--- config.mk ---
export PLATFORM = sky130hd
export DESIGN_NAME = at_command_parser_unit
export DESIGN_NICKNAME = d
export VERILOG_FILES = /design/src/hdl/atcp_pkg.sv /design/src/hdl/at_command_parser_unit.sv /design/src/hdl/atcp_rx.sv /design/src/hdl/atcp_byte_unit.sv /design/src/hdl/atcp_parse.sv
export VERILOG_INCLUDE_DIRS = /design/src /design/src/hdl
export SDC_FILE = /design/constraint.sdc
export NUM_CORES = 1
export LEC_CHECK = 0
export BUFFER_PORTS_ARGS = -buffer_cell sky130_fd_sc_hd__buf_4
export CAP_MARGIN = 10
export CORE_ASPECT_RATIO = 1.75
export CORE_MARGIN = 2
export CORE_UTILIZATION = 50
export DETAILED_ROUTE_END_ITERATION = 8
export HOLD_SLACK_MARGIN = 0.15
export PLACE_DENSITY_LB_ADDON = 0.25
export SLEW_MARGIN = 20
export SYNTH_ARGS = -nofsm -noshare
export SYNTH_HDL_FRONTEND = slang
export SYNTH_SLANG_ARGS = --single-unit
--- constraint.sdc ---
create_clock -name clock -period 3 [get_ports clock]
set_input_delay 0.3 -clock clock [delete_from_list [all_inputs] [get_ports clock]]
set_output_delay 0.3 -clock clock [all_outputs]
set_load 0.005 [all_outputs]
--- src/hdl/assert_macros.svh ---
// Assertion macros used by the parser top level.
`ifndef ASSERT_MACROS_SVH
`define ASSERT_MACROS_SVH
`ifndef NO_ASSERTIONS
// Same-cycle implication, checked outside reset.
`define AT_ASSERT_IMPLY(label, clk, rst, ante, cons) \
   label: assert property (@(posedge clk) disable iff (rst) (ante) |-> (cons)) \
      else $error("same-cycle implication failed");
// Next-cycle implication, checked outside reset.
`define AT_ASSERT_NEXT(label, clk, rst, ante, cons) \
   label: assert property (@(posedge clk) disable iff (rst) (ante) |=> (cons)) \
      else $error("next-cycle implication failed");
`else
`define AT_ASSERT_IMPLY(label, clk, rst, ante, cons)
`define AT_ASSERT_NEXT(label, clk, rst, ante, cons)
`endif
`endif

--- src/hdl/atcp_pkg.sv ---
// Shared constants, types and character helpers of the AT command parser.
`default_nettype none
package atcp_pkg;

   localparam int BUFFER_BYTES_DEF = 64;
   localparam int TABLE_ENTRIES    = 3;
   localparam int NAME_SLOTS       = 3;
   localparam int ENTRY_COUNT      = (TABLE_ENTRIES < NAME_SLOTS) ? TABLE_ENTRIES : NAME_SLOTS;
   localparam logic [NAME_SLOTS-1:0] ENTRY_MASK = NAME_SLOTS'((1 << ENTRY_COUNT) - 1);

   localparam logic [7:0] CHAR_NUL = 8'h00;
   localparam logic [7:0] CHAR_CR  = 8'h0D;
   localparam logic [7:0] CHAR_A   = 8'h41;
   localparam logic [7:0] CHAR_T   = 8'h54;
   localparam logic [7:0] CHAR_EQ  = 8'h3D;
   localparam logic [7:0] CHAR_QM  = 8'h3F;
   localparam logic [7:0] CHAR_0   = 8'h30;
   localparam logic [7:0] CHAR_9   = 8'h39;

   localparam logic [39:0] NAME_QUIT = "+QUIT";
   localparam logic [31:0] NAME_INF  = "+INF";

   localparam logic [1:0] IDX_EMPTY = 2'd0;
   localparam logic [1:0] IDX_QUIT  = 2'd1;
   localparam logic [1:0] IDX_INF   = 2'd2;
   localparam logic [1:0] NO_MATCH  = 2'd3;

   localparam logic [2:0] KIND_EXECUTE   = 3'd0;
   localparam logic [2:0] KIND_QUERY     = 3'd1;
   localparam logic [2:0] KIND_TEST      = 3'd2;
   localparam logic [2:0] KIND_SETUP     = 3'd3;
   localparam logic [2:0] KIND_MALFORMED = 3'd4;

   typedef struct packed {
      logic                  is_zero;
      logic                  is_term;
      logic [NAME_SLOTS-1:0] name_hit;
      logic [NAME_SLOTS-1:0] len_hit;
   } byte_class_type;

   typedef struct packed {
      logic [1:0] command_index;
      logic [2:0] request_kind;
      logic       error;
      logic       production_mode;
   } result_type;

   function automatic logic is_digit(input logic [7:0] c);
      return (c >= CHAR_0) && (c <= CHAR_9);
   endfunction

   function automatic logic [2:0] name_len(input logic [1:0] entry);
      logic [2:0] len;
      case (entry)
         IDX_QUIT: len = 3'd5;
         IDX_INF:  len = 3'd4;
         default:  len = 3'd0;
      endcase
      return len;
   endfunction

   function automatic logic [7:0] name_char(input logic [1:0] entry, input logic [2:0] pos);
      logic [7:0] c;
      c = CHAR_NUL;
      case (entry)
         IDX_QUIT: if (pos < 3'd5) c = NAME_QUIT[39 - 8 * pos -: 8];
         IDX_INF:  if (pos < 3'd4) c = NAME_INF[31 - 8 * pos -: 8];
         default:  c = CHAR_NUL;
      endcase
      return c;
   endfunction

endpackage
`default_nettype wire

--- src/hdl/at_command_parser_unit.sv ---
// AT command parser top level: byte capture, parse sequencer and result register.
//
//  channel  | direction | ports                                   | accepted when
//  req      | in        | req_valid, req_stall, req_rx_byte       | req_valid && !req_stall
//  rsp      | out       | rsp_valid, rsp_stall, rsp_<result>      | rsp_valid && !rsp_stall
//
// A byte that is not the closing carriage return does not raise req_stall.
// After a carriage return the parser walks the capture one byte a cycle through
// the shared compare unit: req_stall is high while the start pulse is out and while
// the parser is busy in its name, suffix and done states, so also while the result
// waits on a stalled output register. Reset clears head hunt, capture and production
// mode; the byte buffer holds no reset value.
`default_nettype none
`include "assert_macros.svh"
module at_command_parser_unit #(
   parameter int BUFFER_BYTES = atcp_pkg::BUFFER_BYTES_DEF
) (
   input  wire logic       clock,
   input  wire logic       reset,
   input  wire logic       req_valid,
   output logic            req_stall,
   input  wire logic [7:0] req_rx_byte,
   output logic            rsp_valid,
   input  wire logic       rsp_stall,
   output logic [1:0]      rsp_command_index,
   output logic [2:0]      rsp_request_kind,
   output logic            rsp_error,
   output logic            rsp_production_mode
);
   import atcp_pkg::*;

   localparam int IDX_W = $clog2(BUFFER_BYTES);
   localparam int CNT_W = $clog2(BUFFER_BYTES + 2);

   logic             req_accept;
   logic [IDX_W-1:0] rd_addr;
   logic [7:0]       rd_data;
   logic [CNT_W-1:0] fill;
   logic             start;
   logic             par_busy;
   logic             par_valid;
   logic             take;
   result_type       par_result;
   logic             rsp_valid_ff, rsp_valid_in;
   result_type       rsp_data_ff;
   logic             rsp_ok_beat;
   logic             rsp_known_ok;

   assign req_stall  = start | par_busy;
   assign req_accept = req_valid && !req_stall;
   assign take       = !rsp_valid_ff || !rsp_stall;

   atcp_rx #(
      .BUFFER_BYTES(BUFFER_BYTES)
   ) u_rx (
      .clock  (clock),
      .reset  (reset),
      .accept (req_accept),
      .rx_byte(req_rx_byte),
      .rd_addr(rd_addr),
      .rd_data(rd_data),
      .fill   (fill),
      .start  (start)
   );

   atcp_parse #(
      .BUFFER_BYTES(BUFFER_BYTES)
   ) u_parse (
      .clock    (clock),
      .reset    (reset),
      .start    (start),
      .fill     (fill),
      .rd_data  (rd_data),
      .rd_addr  (rd_addr),
      .take     (take),
      .busy     (par_busy),
      .res_valid(par_valid),
      .result   (par_result)
   );

   always_comb begin
      if (par_valid && take) begin
         rsp_valid_in = 1'b1;
      end else if (rsp_stall) begin
         rsp_valid_in = rsp_valid_ff;
      end else begin
         rsp_valid_in = 1'b0;
      end
   end

   always_ff @(posedge clock) begin
      if (reset) begin
         rsp_valid_ff <= 1'b0;
      end else begin
         rsp_valid_ff <= rsp_valid_in;
      end
   end

   always_ff @(posedge clock) begin
      if (par_valid && take) begin
         rsp_data_ff <= par_result;
      end
   end

   assign rsp_valid           = rsp_valid_ff;
   assign rsp_command_index   = rsp_data_ff.command_index;
   assign rsp_request_kind    = rsp_data_ff.request_kind;
   assign rsp_error           = rsp_data_ff.error;
   assign rsp_production_mode = rsp_data_ff.production_mode;

   assign rsp_ok_beat  = rsp_valid_ff && !rsp_data_ff.error;
   assign rsp_known_ok = (rsp_data_ff.command_index != NO_MATCH) &&
                         (rsp_data_ff.request_kind == KIND_EXECUTE ||
                          rsp_data_ff.request_kind == KIND_QUERY);

   `AT_ASSERT_IMPLY(a_start_follows_beat, clock, reset, start, $past(req_accept))
   `AT_ASSERT_IMPLY(a_ok_only_known_cmd, clock, reset, rsp_ok_beat, rsp_known_ok)
   `AT_ASSERT_NEXT(a_result_held, clock, reset, par_valid && !take, par_valid)

endmodule
`default_nettype wire

--- src/hdl/atcp_rx.sv ---
// Head hunter, capture counter and command byte buffer.
`default_nettype none
module atcp_rx #(
   parameter int BUFFER_BYTES = atcp_pkg::BUFFER_BYTES_DEF
) (
   input  wire logic                                  clock,
   input  wire logic                                  reset,
   input  wire logic                                  accept,
   input  wire logic [7:0]                            rx_byte,
   input  wire logic [$clog2(BUFFER_BYTES)-1:0]       rd_addr,
   output logic [7:0]                                 rd_data,
   output logic [$clog2(BUFFER_BYTES+2)-1:0]          fill,
   output logic                                       start
);
   import atcp_pkg::*;

   localparam int IDX_W = $clog2(BUFFER_BYTES);
   localparam int CNT_W = $clog2(BUFFER_BYTES + 2);

   logic [7:0]       mem [BUFFER_BYTES];
   logic [7:0]       rd_data_ff;
   logic             head_pos_ff, head_pos_in;
   logic             capturing_ff, capturing_in;
   logic [CNT_W-1:0] fill_ff, fill_in;
   logic             start_ff, start_in;
   logic [7:0]       want;

   always_comb begin
      head_pos_in  = head_pos_ff;
      capturing_in = capturing_ff;
      fill_in      = fill_ff;
      start_in     = 1'b0;
      want         = head_pos_ff ? CHAR_T : CHAR_A;
      if (accept) begin
         if (!capturing_ff) begin
            if (rx_byte == want) begin
               if (head_pos_ff) begin
                  head_pos_in  = 1'b0;
                  capturing_in = 1'b1;
                  fill_in      = '0;
               end else begin
                  head_pos_in = 1'b1;
               end
            end else begin
               // restart; an 'A' counts as the first head character
               head_pos_in = (rx_byte == CHAR_A);
            end
         end else begin
            fill_in = fill_ff + CNT_W'(1);
            if (rx_byte == CHAR_CR) begin
               capturing_in = 1'b0;
               start_in     = 1'b1;
            end else if (fill_in >= CNT_W'(BUFFER_BYTES)) begin
               // buffer full without CR: drop the capture
               capturing_in = 1'b0;
            end
         end
      end
   end

   always_ff @(posedge clock) begin
      if (reset) begin
         head_pos_ff  <= 1'b0;
         capturing_ff <= 1'b0;
         fill_ff      <= '0;
         start_ff     <= 1'b0;
      end else begin
         head_pos_ff  <= head_pos_in;
         capturing_ff <= capturing_in;
         fill_ff      <= fill_in;
         start_ff     <= start_in;
      end
   end

   always_ff @(posedge clock) begin
      if (accept && capturing_ff) begin
         mem[fill_ff[IDX_W-1:0]] <= rx_byte;
      end
      rd_data_ff <= mem[rd_addr];
   end

   assign rd_data = rd_data_ff;
   assign fill    = fill_ff;
   assign start   = start_ff;

endmodule
`default_nettype wire

--- src/hdl/atcp_byte_unit.sv ---
// Shared byte compare unit: zero and terminator check, name character and length match.
`default_nettype none
module atcp_byte_unit #(
   parameter int BUFFER_BYTES = atcp_pkg::BUFFER_BYTES_DEF
) (
   input  wire logic [7:0]                          cur_byte,
   input  wire logic [$clog2(BUFFER_BYTES+2)-1:0]   pos,
   output atcp_pkg::byte_class_type                 cls
);
   import atcp_pkg::*;

   localparam int CNT_W = $clog2(BUFFER_BYTES + 2);

   always_comb begin
      cls.is_zero = (cur_byte == CHAR_NUL);
      cls.is_term = (cur_byte == CHAR_CR) || (cur_byte == CHAR_EQ) ||
                    (cur_byte == CHAR_QM) || is_digit(cur_byte);
      for (int i = 0; i < NAME_SLOTS; i++) begin
         cls.name_hit[i] = (pos < CNT_W'(name_len(2'(i)))) &&
                           (cur_byte == name_char(2'(i), pos[2:0]));
         cls.len_hit[i]  = (pos == CNT_W'(name_len(2'(i))));
      end
   end

endmodule
`default_nettype wire

--- src/hdl/atcp_parse.sv ---
// Parse sequencer: walks the captured bytes once through the shared byte unit.
`default_nettype none
module atcp_parse #(
   parameter int BUFFER_BYTES = atcp_pkg::BUFFER_BYTES_DEF
) (
   input  wire logic                                clock,
   input  wire logic                                reset,
   input  wire logic                                start,
   input  wire logic [$clog2(BUFFER_BYTES+2)-1:0]   fill,
   input  wire logic [7:0]                          rd_data,
   output logic [$clog2(BUFFER_BYTES)-1:0]          rd_addr,
   input  wire logic                                take,
   output logic                                     busy,
   output logic                                     res_valid,
   output atcp_pkg::result_type                     result
);
   import atcp_pkg::*;

   localparam int IDX_W = $clog2(BUFFER_BYTES);
   localparam int CNT_W = $clog2(BUFFER_BYTES + 2);

   localparam logic [2:0] P_IDLE = 3'd0;
   localparam logic [2:0] P_NAME = 3'd1;
   localparam logic [2:0] P_SUF1 = 3'd2;
   localparam logic [2:0] P_SUF2 = 3'd3;
   localparam logic [2:0] P_DONE = 3'd4;

   logic [2:0]            state_ff, state_in;
   logic [CNT_W-1:0]      pos_ff, pos_in;
   logic [NAME_SLOTS-1:0] match_ff, match_in;
   logic [NAME_SLOTS-1:0] hit;
   logic [1:0]            idx_ff, idx_in;
   logic [2:0]            kind_ff, kind_in;
   logic                  err_ff, err_in;
   logic                  prod_ff, prod_in;
   logic [7:0]            s0_ff, s0_in;
   logic [7:0]            s1_ff, s1_in;
   logic [7:0]            cur_byte;
   byte_class_type        cls;

   // bytes past the stored capture read as zero
   assign cur_byte = (pos_ff < fill) ? rd_data : CHAR_NUL;

   atcp_byte_unit #(
      .BUFFER_BYTES(BUFFER_BYTES)
   ) u_byte_unit (
      .cur_byte(cur_byte),
      .pos     (pos_ff),
      .cls     (cls)
   );

   always_comb begin
      state_in = state_ff;
      pos_in   = pos_ff;
      match_in = match_ff;
      idx_in   = idx_ff;
      kind_in  = kind_ff;
      err_in   = err_ff;
      prod_in  = prod_ff;
      s0_in    = s0_ff;
      s1_in    = s1_ff;
      hit      = match_ff & cls.len_hit;
      case (state_ff)
         P_IDLE: begin
            pos_in = '0;
            if (start) begin
               state_in = P_NAME;
               match_in = ENTRY_MASK;
            end
         end
         P_NAME: begin
            pos_in = pos_ff + CNT_W'(1);
            if (cls.is_zero) begin
               idx_in   = NO_MATCH;
               kind_in  = KIND_EXECUTE;
               err_in   = 1'b1;
               state_in = P_DONE;
            end else if (cls.is_term) begin
               s0_in = cur_byte;
               if (hit[0]) begin
                  idx_in = IDX_EMPTY;
               end else if (hit[1]) begin
                  idx_in = IDX_QUIT;
               end else if (hit[2]) begin
                  idx_in = IDX_INF;
               end else begin
                  idx_in = NO_MATCH;
               end
               if (hit == '0) begin
                  kind_in  = KIND_EXECUTE;
                  err_in   = 1'b1;
                  state_in = P_DONE;
               end else begin
                  state_in = P_SUF1;
               end
            end else begin
               match_in = match_ff & cls.name_hit;
            end
         end
         P_SUF1: begin
            pos_in   = pos_ff + CNT_W'(1);
            s1_in    = cur_byte;
            state_in = P_SUF2;
         end
         P_SUF2: begin
            if (s0_ff == CHAR_CR) begin
               kind_in = KIND_EXECUTE;
            end else if (s0_ff == CHAR_QM && s1_ff == CHAR_CR) begin
               kind_in = KIND_QUERY;
            end else if (s0_ff == CHAR_EQ && s1_ff == CHAR_QM && cur_byte == CHAR_CR) begin
               kind_in = KIND_TEST;
            end else if (is_digit(s0_ff) || s0_ff == CHAR_EQ) begin
               kind_in = KIND_SETUP;
            end else begin
               kind_in = KIND_MALFORMED;
            end
            err_in = 1'b1;
            if (kind_in == KIND_EXECUTE && idx_ff == IDX_EMPTY) begin
               prod_in = 1'b1;
               err_in  = 1'b0;
            end else if (kind_in == KIND_EXECUTE && idx_ff == IDX_QUIT) begin
               prod_in = 1'b0;
               err_in  = 1'b0;
            end else if (kind_in == KIND_QUERY && idx_ff == IDX_INF) begin
               err_in = 1'b0;
            end
            state_in = P_DONE;
         end
         P_DONE: begin
            // hold the result until the output register takes it
            if (take) begin
               state_in = P_IDLE;
            end
         end
         default: begin
            state_in = P_IDLE;
         end
      endcase
   end

   always_ff @(posedge clock) begin
      if (reset) begin
         state_ff <= P_IDLE;
         prod_ff  <= 1'b0;
      end else begin
         state_ff <= state_in;
         prod_ff  <= prod_in;
      end
   end

   always_ff @(posedge clock) begin
      pos_ff   <= pos_in;
      match_ff <= match_in;
      idx_ff   <= idx_in;
      kind_ff  <= kind_in;
      err_ff   <= err_in;
      s0_ff    <= s0_in;
      s1_ff    <= s1_in;
   end

   assign rd_addr                = pos_in[IDX_W-1:0];
   assign busy                   = (state_ff != P_IDLE);
   assign res_valid              = (state_ff == P_DONE);
   assign result.command_index   = idx_ff;
   assign result.request_kind    = kind_ff;
   assign result.error           = err_ff;
   assign result.production_mode = prod_ff;

endmodule
`default_nettype wire

==> impl_metrics.yaml, run 1 <==
timing:
  rsz0062_at_grt: "true"
  skew_ps: 16.2
  timing_max_transition_violations_final: 0
  final.setup.worst_slack_ps: 64.1
  share_of_the_clock_period_used_by_the_worst_path_pct: 97.9
  max_clock_freq_mhz: 341
  worst_slew_margin_rel_pct: 45.3
  setup-violations-final: 0
  final_period_minus_worst_setup_slack_ps: 2940
  final_hold_viol_count: 0
  tightest_slew_ps: 821
finish:
  flow.area_growth_from_synthesis_pct: 15.8
  final_area_um2: 27400
  insertedDiodeCount: 0
  multi_input_comb_area_um2: 6160
  num-fill-cells: 3664
  layout.core_utilization_pct: 58.5
  layout.area.seq_um2: 16900
  drive_above_1_share_pct: 16.7
  fin_nets: 1962
  layout.cells.most_common_list: "sky130_fd_sc_hd__edfxtp_1, sky130_fd_sc_hd__nand2_1, sky130_fd_sc_hd__buf_4"
  layout.cells.most_common: "sky130_fd_sc_hd__edfxtp_1"
logic_synthesis:
  yosys.area.top_type: "sky130_fd_sc_hd__edfxtp_1"
  most_frequently_used_flop_master_after_synthesis: "sky130_fd_sc_hd__edfxtp_1"
  postSynthCellCount: 1781
  mean_instance_size_in_the_synthesized_netlist_um2: 13.3
  synth_area_leaders: "sky130_fd_sc_hd__edfxtp_1, sky130_fd_sc_hd__nand2_1, sky130_fd_sc_hd__dfxtp_1, sky130_fd_sc_hd__a21oi_1, sky130_fd_sc_hd__nand3_1"
  ffs_latches_synth: 574
  post-synth-top-area-fraction_pct: 69.3
  synth_async_sr_flop_share_pct: 0
  synth_cell_type_count: 70
  syn-cell-area_um2: 23600
  synth_warnings: 0
  synth_enable_flop_cells: 545
  synth_seq_area_share_pct: 71.7
  synth_nets: 1803
global_routing:
  gr-max-usage-layer: "met2"
  grt_util_met1_pct: 29.3
  grt_max_degree: 69
  grt_usage_pct: 25.1
  grt_util_met3_pct: 2.52
  number_of_antenna_violations_at_the_first_check_in_global_routing: 0
  grt_util_met2_pct: 45.5
  globalRouteOverflowTotal: 0
  via_count_of_the_first_global_routing_pass: 15500
  global_route_wire_length_before_repair_mm: 92.4
setup_path:
  timing.reg2reg.setup_slack_ps: 60
  worst-endpoint-required_ps: 3490
  maximum_fanout_along_the_worst_path: 24
  cp-start-kind: "flip-flop"
  timing.critical_path.to_type: "flip-flop"
  r2r.worst_path.cells: 10
  critical_path.reg2reg.endpoint: "u_rx.rd_data[4]$_DFF_P_"
  rr_startpoint: "u_parse.pos_ff[1]$_DFF_P_"
  critical_path_class: "flip-flop to flip-flop"
  worst-endpoint-arrival_ps: 3420
power:
  p_leak_uw: 0.00938
  p_seq_share_pct: 59.3
  internal_power_uw: 11800
  fin_total_pwr_uw: 14800
  power_frac_clock_pct: 39.5
  share_comb_of_total_power_pct: 1.2
  worst_ir_drop_vdd_v: 0.000358
  sw_frac_of_total_pct: 19.7
  power.switching_uw: 2910
  power_density_nw_per_um2: 540
clock_tree:
  clk_root_buffer_cell: "sky130_fd_sc_hd__clkbuf_16"
  ctsHtreeMaxLevel: 2
  cts_tree: "built"
  worstSkewPairLatency_ps: 570
  clk_pin_slew_ps: 70
  clock_buffers_created_by_tritoncts: 49
  cts.sinks: 574
  cts_buffer_depth: 3
drt:
  firstDrtPassIters: 5
  route.detailed.wl_per_inst_um: 24.2
  detailedRoute.firstIterationViolations: 1378
  dr_total_vias: 15400
  number_of_nets_with_antenna_violations_after_routing: 0
  finalWirelength_mm: 62.0
  average_via_count_per_standard_cell: 6.00
  post-route-drc-count: 0
worst_hold_path:
  hold-path-cell-count: 1
  worst_hold_startpoint: "req_rx_byte[0]"
  min-delay-path-class: "primary input to flip-flop"
  min_to: "u_rx.mem[54][0]$_DFFE_PP_"
run:
  drv_cap: 0
outcome:
  run_status: "finished clean"
placed_design:
  preCtsSetupSlack_ps: -263
  globalplace.congestion: 0.884
  dpl_cell_area_um2: 25500
  dp_hpwl_mm: 40.6
  port_buffers: 20
floorplan:
  initial_utilization_pct: 50.5
  chipWidth_um: 168
  die-height_um: 292
  io-pin-count: 21
  core_area_um2: 46800
  num_rows: 105
  die-area_um2: 49100
state kept, by name, summed over array words and instances, names as in the netlist, 2 cells and up:
| signal | flops |
|---|---|
| u_parse.kind_ff | 3 |
| u_parse.pos_ff | 7 |
| u_parse.state_ff | 3 |
| u_parse.s1_ff | 8 |
| u_rx.mem | 512 |
| rsp_command_index | 2 |
| u_parse.idx_ff | 2 |
| u_parse.s0_ff | 8 |
| u_parse.match_ff | 3 |
| u_rx.rd_data | 8 |
| rsp_request_kind | 3 |
| u_rx.fill | 7 |
Yosys cell counts (all sizes together) (5+ instances only):
| cell type | count |
|---|---|
| edfxtp | 545 |
| nand2 | 368 |
| a21oi | 110 |
| nand3 | 109 |
| nor2 | 104 |
| buf | 75 |
| nand4 | 41 |
| a311oi | 36 |
| a221oi | 34 |
| clkbuf | 33 |
| mux2i | 32 |
| and3 | 29 |
| dfxtp | 29 |
| inv | 27 |
| nor3 | 26 |
| o21ai | 20 |
| a31oi | 17 |
| a211oi | 13 |
| a32oi | 13 |
| mux4 | 12 |
| o22ai | 11 |
| ha | 10 |
| and2 | 9 |
| a211o | 8 |
| nand2b | 5 |
| nor4b | 5 |
power by group through the flow:
stage          combinational [uW]  clock, uW  sequential [uW]
3_5_place_dp                  168          0             8920
5_1_grt                       184       6190             8740
2_1_floorplan                4.40          0             8920
3_3_place_gp                  165          0             8920
6_report                      174       5830             8750
4_1_cts                       175       5920             8750
routing by layer:
metal	wire, um	vias to the layer above	share of wire (%)
li1	-	7044	-
met3	3360	156	5.4
met1	22700	7648	37
met2	32400	535	52
met4	3570	0	5.8
met5	0	-	0
kinds of logic after synthesis:
group | synth area share, %
flops | 71.7
xor+xnor | 0.265
fa+ha+maj | 0.572
mux | 2.50
simple gates | 13.5
buf+inv | 2.89
compound gates | 8.53
critical path, stage by stage, from the launching register on:
cell and delay, ps:
sky130_fd_sc_hd__dfxtp_2 320, sky130_fd_sc_hd__buf_4 180, sky130_fd_sc_hd__and3_1 220, sky130_fd_sc_hd__and2_1 170, sky130_fd_sc_hd__a221o_2 450, sky130_fd_sc_hd__buf_12 190, sky130_fd_sc_hd__buf_4 260, sky130_fd_sc_hd__a311oi_2 370
sky130_fd_sc_hd__a311oi_1 130, sky130_fd_sc_hd__a211o_1 350, sky130_fd_sc_hd__nor3_1 210
through the flow:
| stage | setup TNS (ps) | instances | hold slack, ps |
|---|---|---|---|
| after floorplan | 0 | 1781 | 369 |
| after global placement | -610 | 2462 | 419 |
| after detailed placement | -775 | 2462 | 426 |
| after CTS | 0 | 2559 | 166 |
| after global routing | -17.6 | 2563 | 181 |
| final | 0 | 2563 | 186 |
layout make-up:
| cell class | count | area share [%] |
|---|---|---|
| inverters | 29 | 0.457 |
| repair buffers | 216 | 7.13 |
| flip-flops and latches | 574 | 62.0 |
| multi-input cells | 1070 | 22.5 |
| clock inverters | 33 | 0.705 |
| clock buffers | 53 | 4.54 |
| well taps | 588 | 2.69 |
worst max-delay path by stage:
stage                                         end                       from  slack, ps  cells past startpoint
after floorplan           u_rx.rd_data[6]$_DFF_P_  u_parse.pos_ff[0]$_DFF_P_         90                     14
after global placement    u_rx.rd_data[5]$_DFF_P_  u_parse.pos_ff[1]$_DFF_P_       -220                     12
after detailed placement  u_rx.rd_data[5]$_DFF_P_  u_parse.pos_ff[0]$_DFF_P_       -260                     12
after CTS                 u_rx.rd_data[2]$_DFF_P_  u_parse.pos_ff[0]$_DFF_P_          5                     12
after global routing      u_rx.rd_data[6]$_DFF_P_  u_parse.pos_ff[0]$_DFF_P_        -20                     14
final                     u_rx.rd_data[4]$_DFF_P_  u_parse.pos_ff[1]$_DFF_P_         60                     10
what timing repair did:
item | CTS | global route
gates cloned | 0 | 2
pin swaps | 3 | 13
endpoints found under the hold margin | 78 | 0
setup buffers | 2 | 3
hold buffers | 9 | 0
endpoints found under the setup margin | 7 | 8
resized for setup | 12 | 26
No activity file was read; power rests on OpenSTA's default activity.
==> inputs of run 2 (changes only) <==
CORE_UTILIZATION = 40   (was 50)
SETUP_SLACK_MARGIN = 0.15   (was not set)
clock period = 3.2 ns   (was 3 ns; I/O delays follow)
==> impl_metrics.yaml, run 2 (synthesis gave the netlist of run 1 again) <==
outcome:
  run_status: "finished clean"
drt:
  number_of_nets_with_antenna_violations_after_routing: 0
  average_via_count_per_standard_cell: 5.66
  dr_total_vias: 15500
  detailedRoute.firstIterationViolations: 1452
  route.detailed.wl_per_inst_um: 24.0
  firstDrtPassIters: 5
  finalWirelength_mm: 65.9
  post-route-drc-count: 0
global_routing:
  global_route_wire_length_before_repair_mm: 97.0
  via_count_of_the_first_global_routing_pass: 15500
  grt_max_degree: 66
  number_of_antenna_violations_at_the_first_check_in_global_routing: 0
  grt_usage_pct: 21.2
  globalRouteOverflowTotal: 0
floorplan:
  io-pin-count: 21
  core_area_um2: 58300
  num_rows: 117
  die-height_um: 325
  die-area_um2: 61100
  chipWidth_um: 188
  initial_utilization_pct: 40.5
clock_tree:
  clock_buffers_created_by_tritoncts: 48
  clk_pin_slew_ps: 70
  ctsHtreeMaxLevel: 2
  cts_buffer_depth: 3
  cts.sinks: 574
  worstSkewPairLatency_ps: 600
  cts_tree: "built"
  clk_root_buffer_cell: "sky130_fd_sc_hd__clkbuf_16"
power:
  worst_ir_drop_vdd_v: 0.000317
  p_leak_uw: 0.00945
  power_density_nw_per_um2: 517
setup_path:
  worstSetupPathDepth: 13
  slowest_stage: "sky130_fd_sc_hd__dfxtp_2"
  maximum_fanout_along_the_worst_path: 22
  timing.critical_path.to_type: "flip-flop"
  r2r.worst_path.cells: 13
  cp-start-kind: "flip-flop"
  crit_family: "compound AO/OA/AOI/OAI gates"
  worst-endpoint-required_ps: 3710
  buf_inv_on_cp: 4
  worst-endpoint-arrival_ps: 3470
  path_cells: "inv_2 > ha_1 > and2b_2 > a22oi_4 > buf_12 > buf_16 > buf_16 > nand2_1 > and3_1 > a311oi_1 > a311oi_1 > a211o_1 > nor3_2"
  timing.critical_path.slowest_cell_delay_ps: 360
  critical_path_class: "flip-flop to flip-flop"
timing:
  setup-violations-final: 0
  final_period_minus_worst_setup_slack_ps: 2960
  tightest_slew_ps: 789
  rsz0062_at_grt: "true"
  final_hold_viol_count: 0
  setup_tns_ps: 0
  timing_max_transition_violations_final: 0
  max_clock_freq_mhz: 338
  worst_slew_margin_rel_pct: 47.4
  skew_ps: 21.7
  share_of_the_clock_period_used_by_the_worst_path_pct: 92.6
finish:
  num-fill-cells: 5150
  drive_above_1_share_pct: 17.1
  layout.area.seq_um2: 16900
  layout.cells.most_common_list: "sky130_fd_sc_hd__edfxtp_1, sky130_fd_sc_hd__nand2_1, sky130_fd_sc_hd__buf_4"
  largest_register_ff_count: 512
  layout.cells.most_common: "sky130_fd_sc_hd__edfxtp_1"
  fin_nets: 1953
  layout.core_utilization_pct: 47.8
  multi_input_comb_area_um2: 6190
  final_area_um2: 27800
  flow.area_growth_from_synthesis_pct: 17.8
  insertedDiodeCount: 0
run:
  drv_cap: 0
placed_design:
  dp_hpwl_mm: 42.2
  port_buffers: 20
  globalplace.congestion: 0.904
  dpl_cell_area_um2: 25500
worst_hold_path:
  hold-path-cell-count: 4
  min-delay-path-class: "primary input to flip-flop"
## run 2: report_power, final
part / internal, uW / switching [uW] / total (uW) / leakage (uW)
clock network: 3310 / 2710 / 6020 / 0.000769
logic: 21.6 / 143 / 165 / 0.00355
registers: 8200 / 0.0168 / 8200 / 0.00513
## run 2: tightest hold or removal path, stage by stage
cell and delay, ps:
sky130_fd_sc_hd__buf_4 120, sky130_fd_sc_hd__nor3_1 90, sky130_fd_sc_hd__nand4_1 140, sky130_fd_sc_hd__nor2_1 50
## run 2: final cells by class
type	instances	area share [%]
Multi-Input combinational cell	1070	22.2
Tap cell	773	3.47
Timing Repair Buffer	207	7.08
Sequential cell	574	60.9
Timing Repair inverter	1	0.0405
Clock buffer	54	4.47
Inverter	29	0.539
Clock inverter	35	1.27
## run 2: path summary, 6_finish.rpt
| kind | start | to | slack, ps |
|---|---|---|---|
| max | u_parse.pos_ff[0]$_DFF_P_ | u_rx.rd_data[3]$_DFF_P_ | 240 |
| min | req_rx_byte[7] | u_rx.start$_SDFF_PP0_ | 180 |
| max reg2reg | u_parse.pos_ff[0]$_DFF_P_ | u_rx.rd_data[3]$_DFF_P_ | 240 |
| min reg2reg | u_parse.kind_ff[1]$_SDFFCE_PN0P_ | rsp_request_kind[1]$_DFFE_PP_ | 420 |
## run 2: repair_timing
action	CTS	global route
cloned	1	6
buffers inserted	2	9
hold buffers	8	0
pin swaps	2	8
gates resized for setup	18	47
hold endpoints to repair	34	0
endpoints found under the setup margin	12	15
## run 2: layer usage
metal / wire (um) / vias up / global-route usage (%)
met5: 0 / - / 0
met4: 3990 / 0 / 11.6
met3: 2880 / 159 / 2.42
met2: 34500 / 520 / 38.1
met1: 24500 / 7813 / 24.4
li1: - / 7041 / -
## run 2: through the flow
stage / setup WS, ps / instances / power [uW] / hold WS [ps]
3_3_place_gp: -20.6 / 2628 / 8520 / 411
6_report: 237 / 2743 / 14400 / 179
5_1_grt: 110 / 2743 / 14800 / 194
4_1_cts: 64.9 / 2728 / 14500 / 151
3_5_place_dp: -67.5 / 2628 / 8530 / 415
2_1_floorplan: 196 / 1781 / 8370 / 389
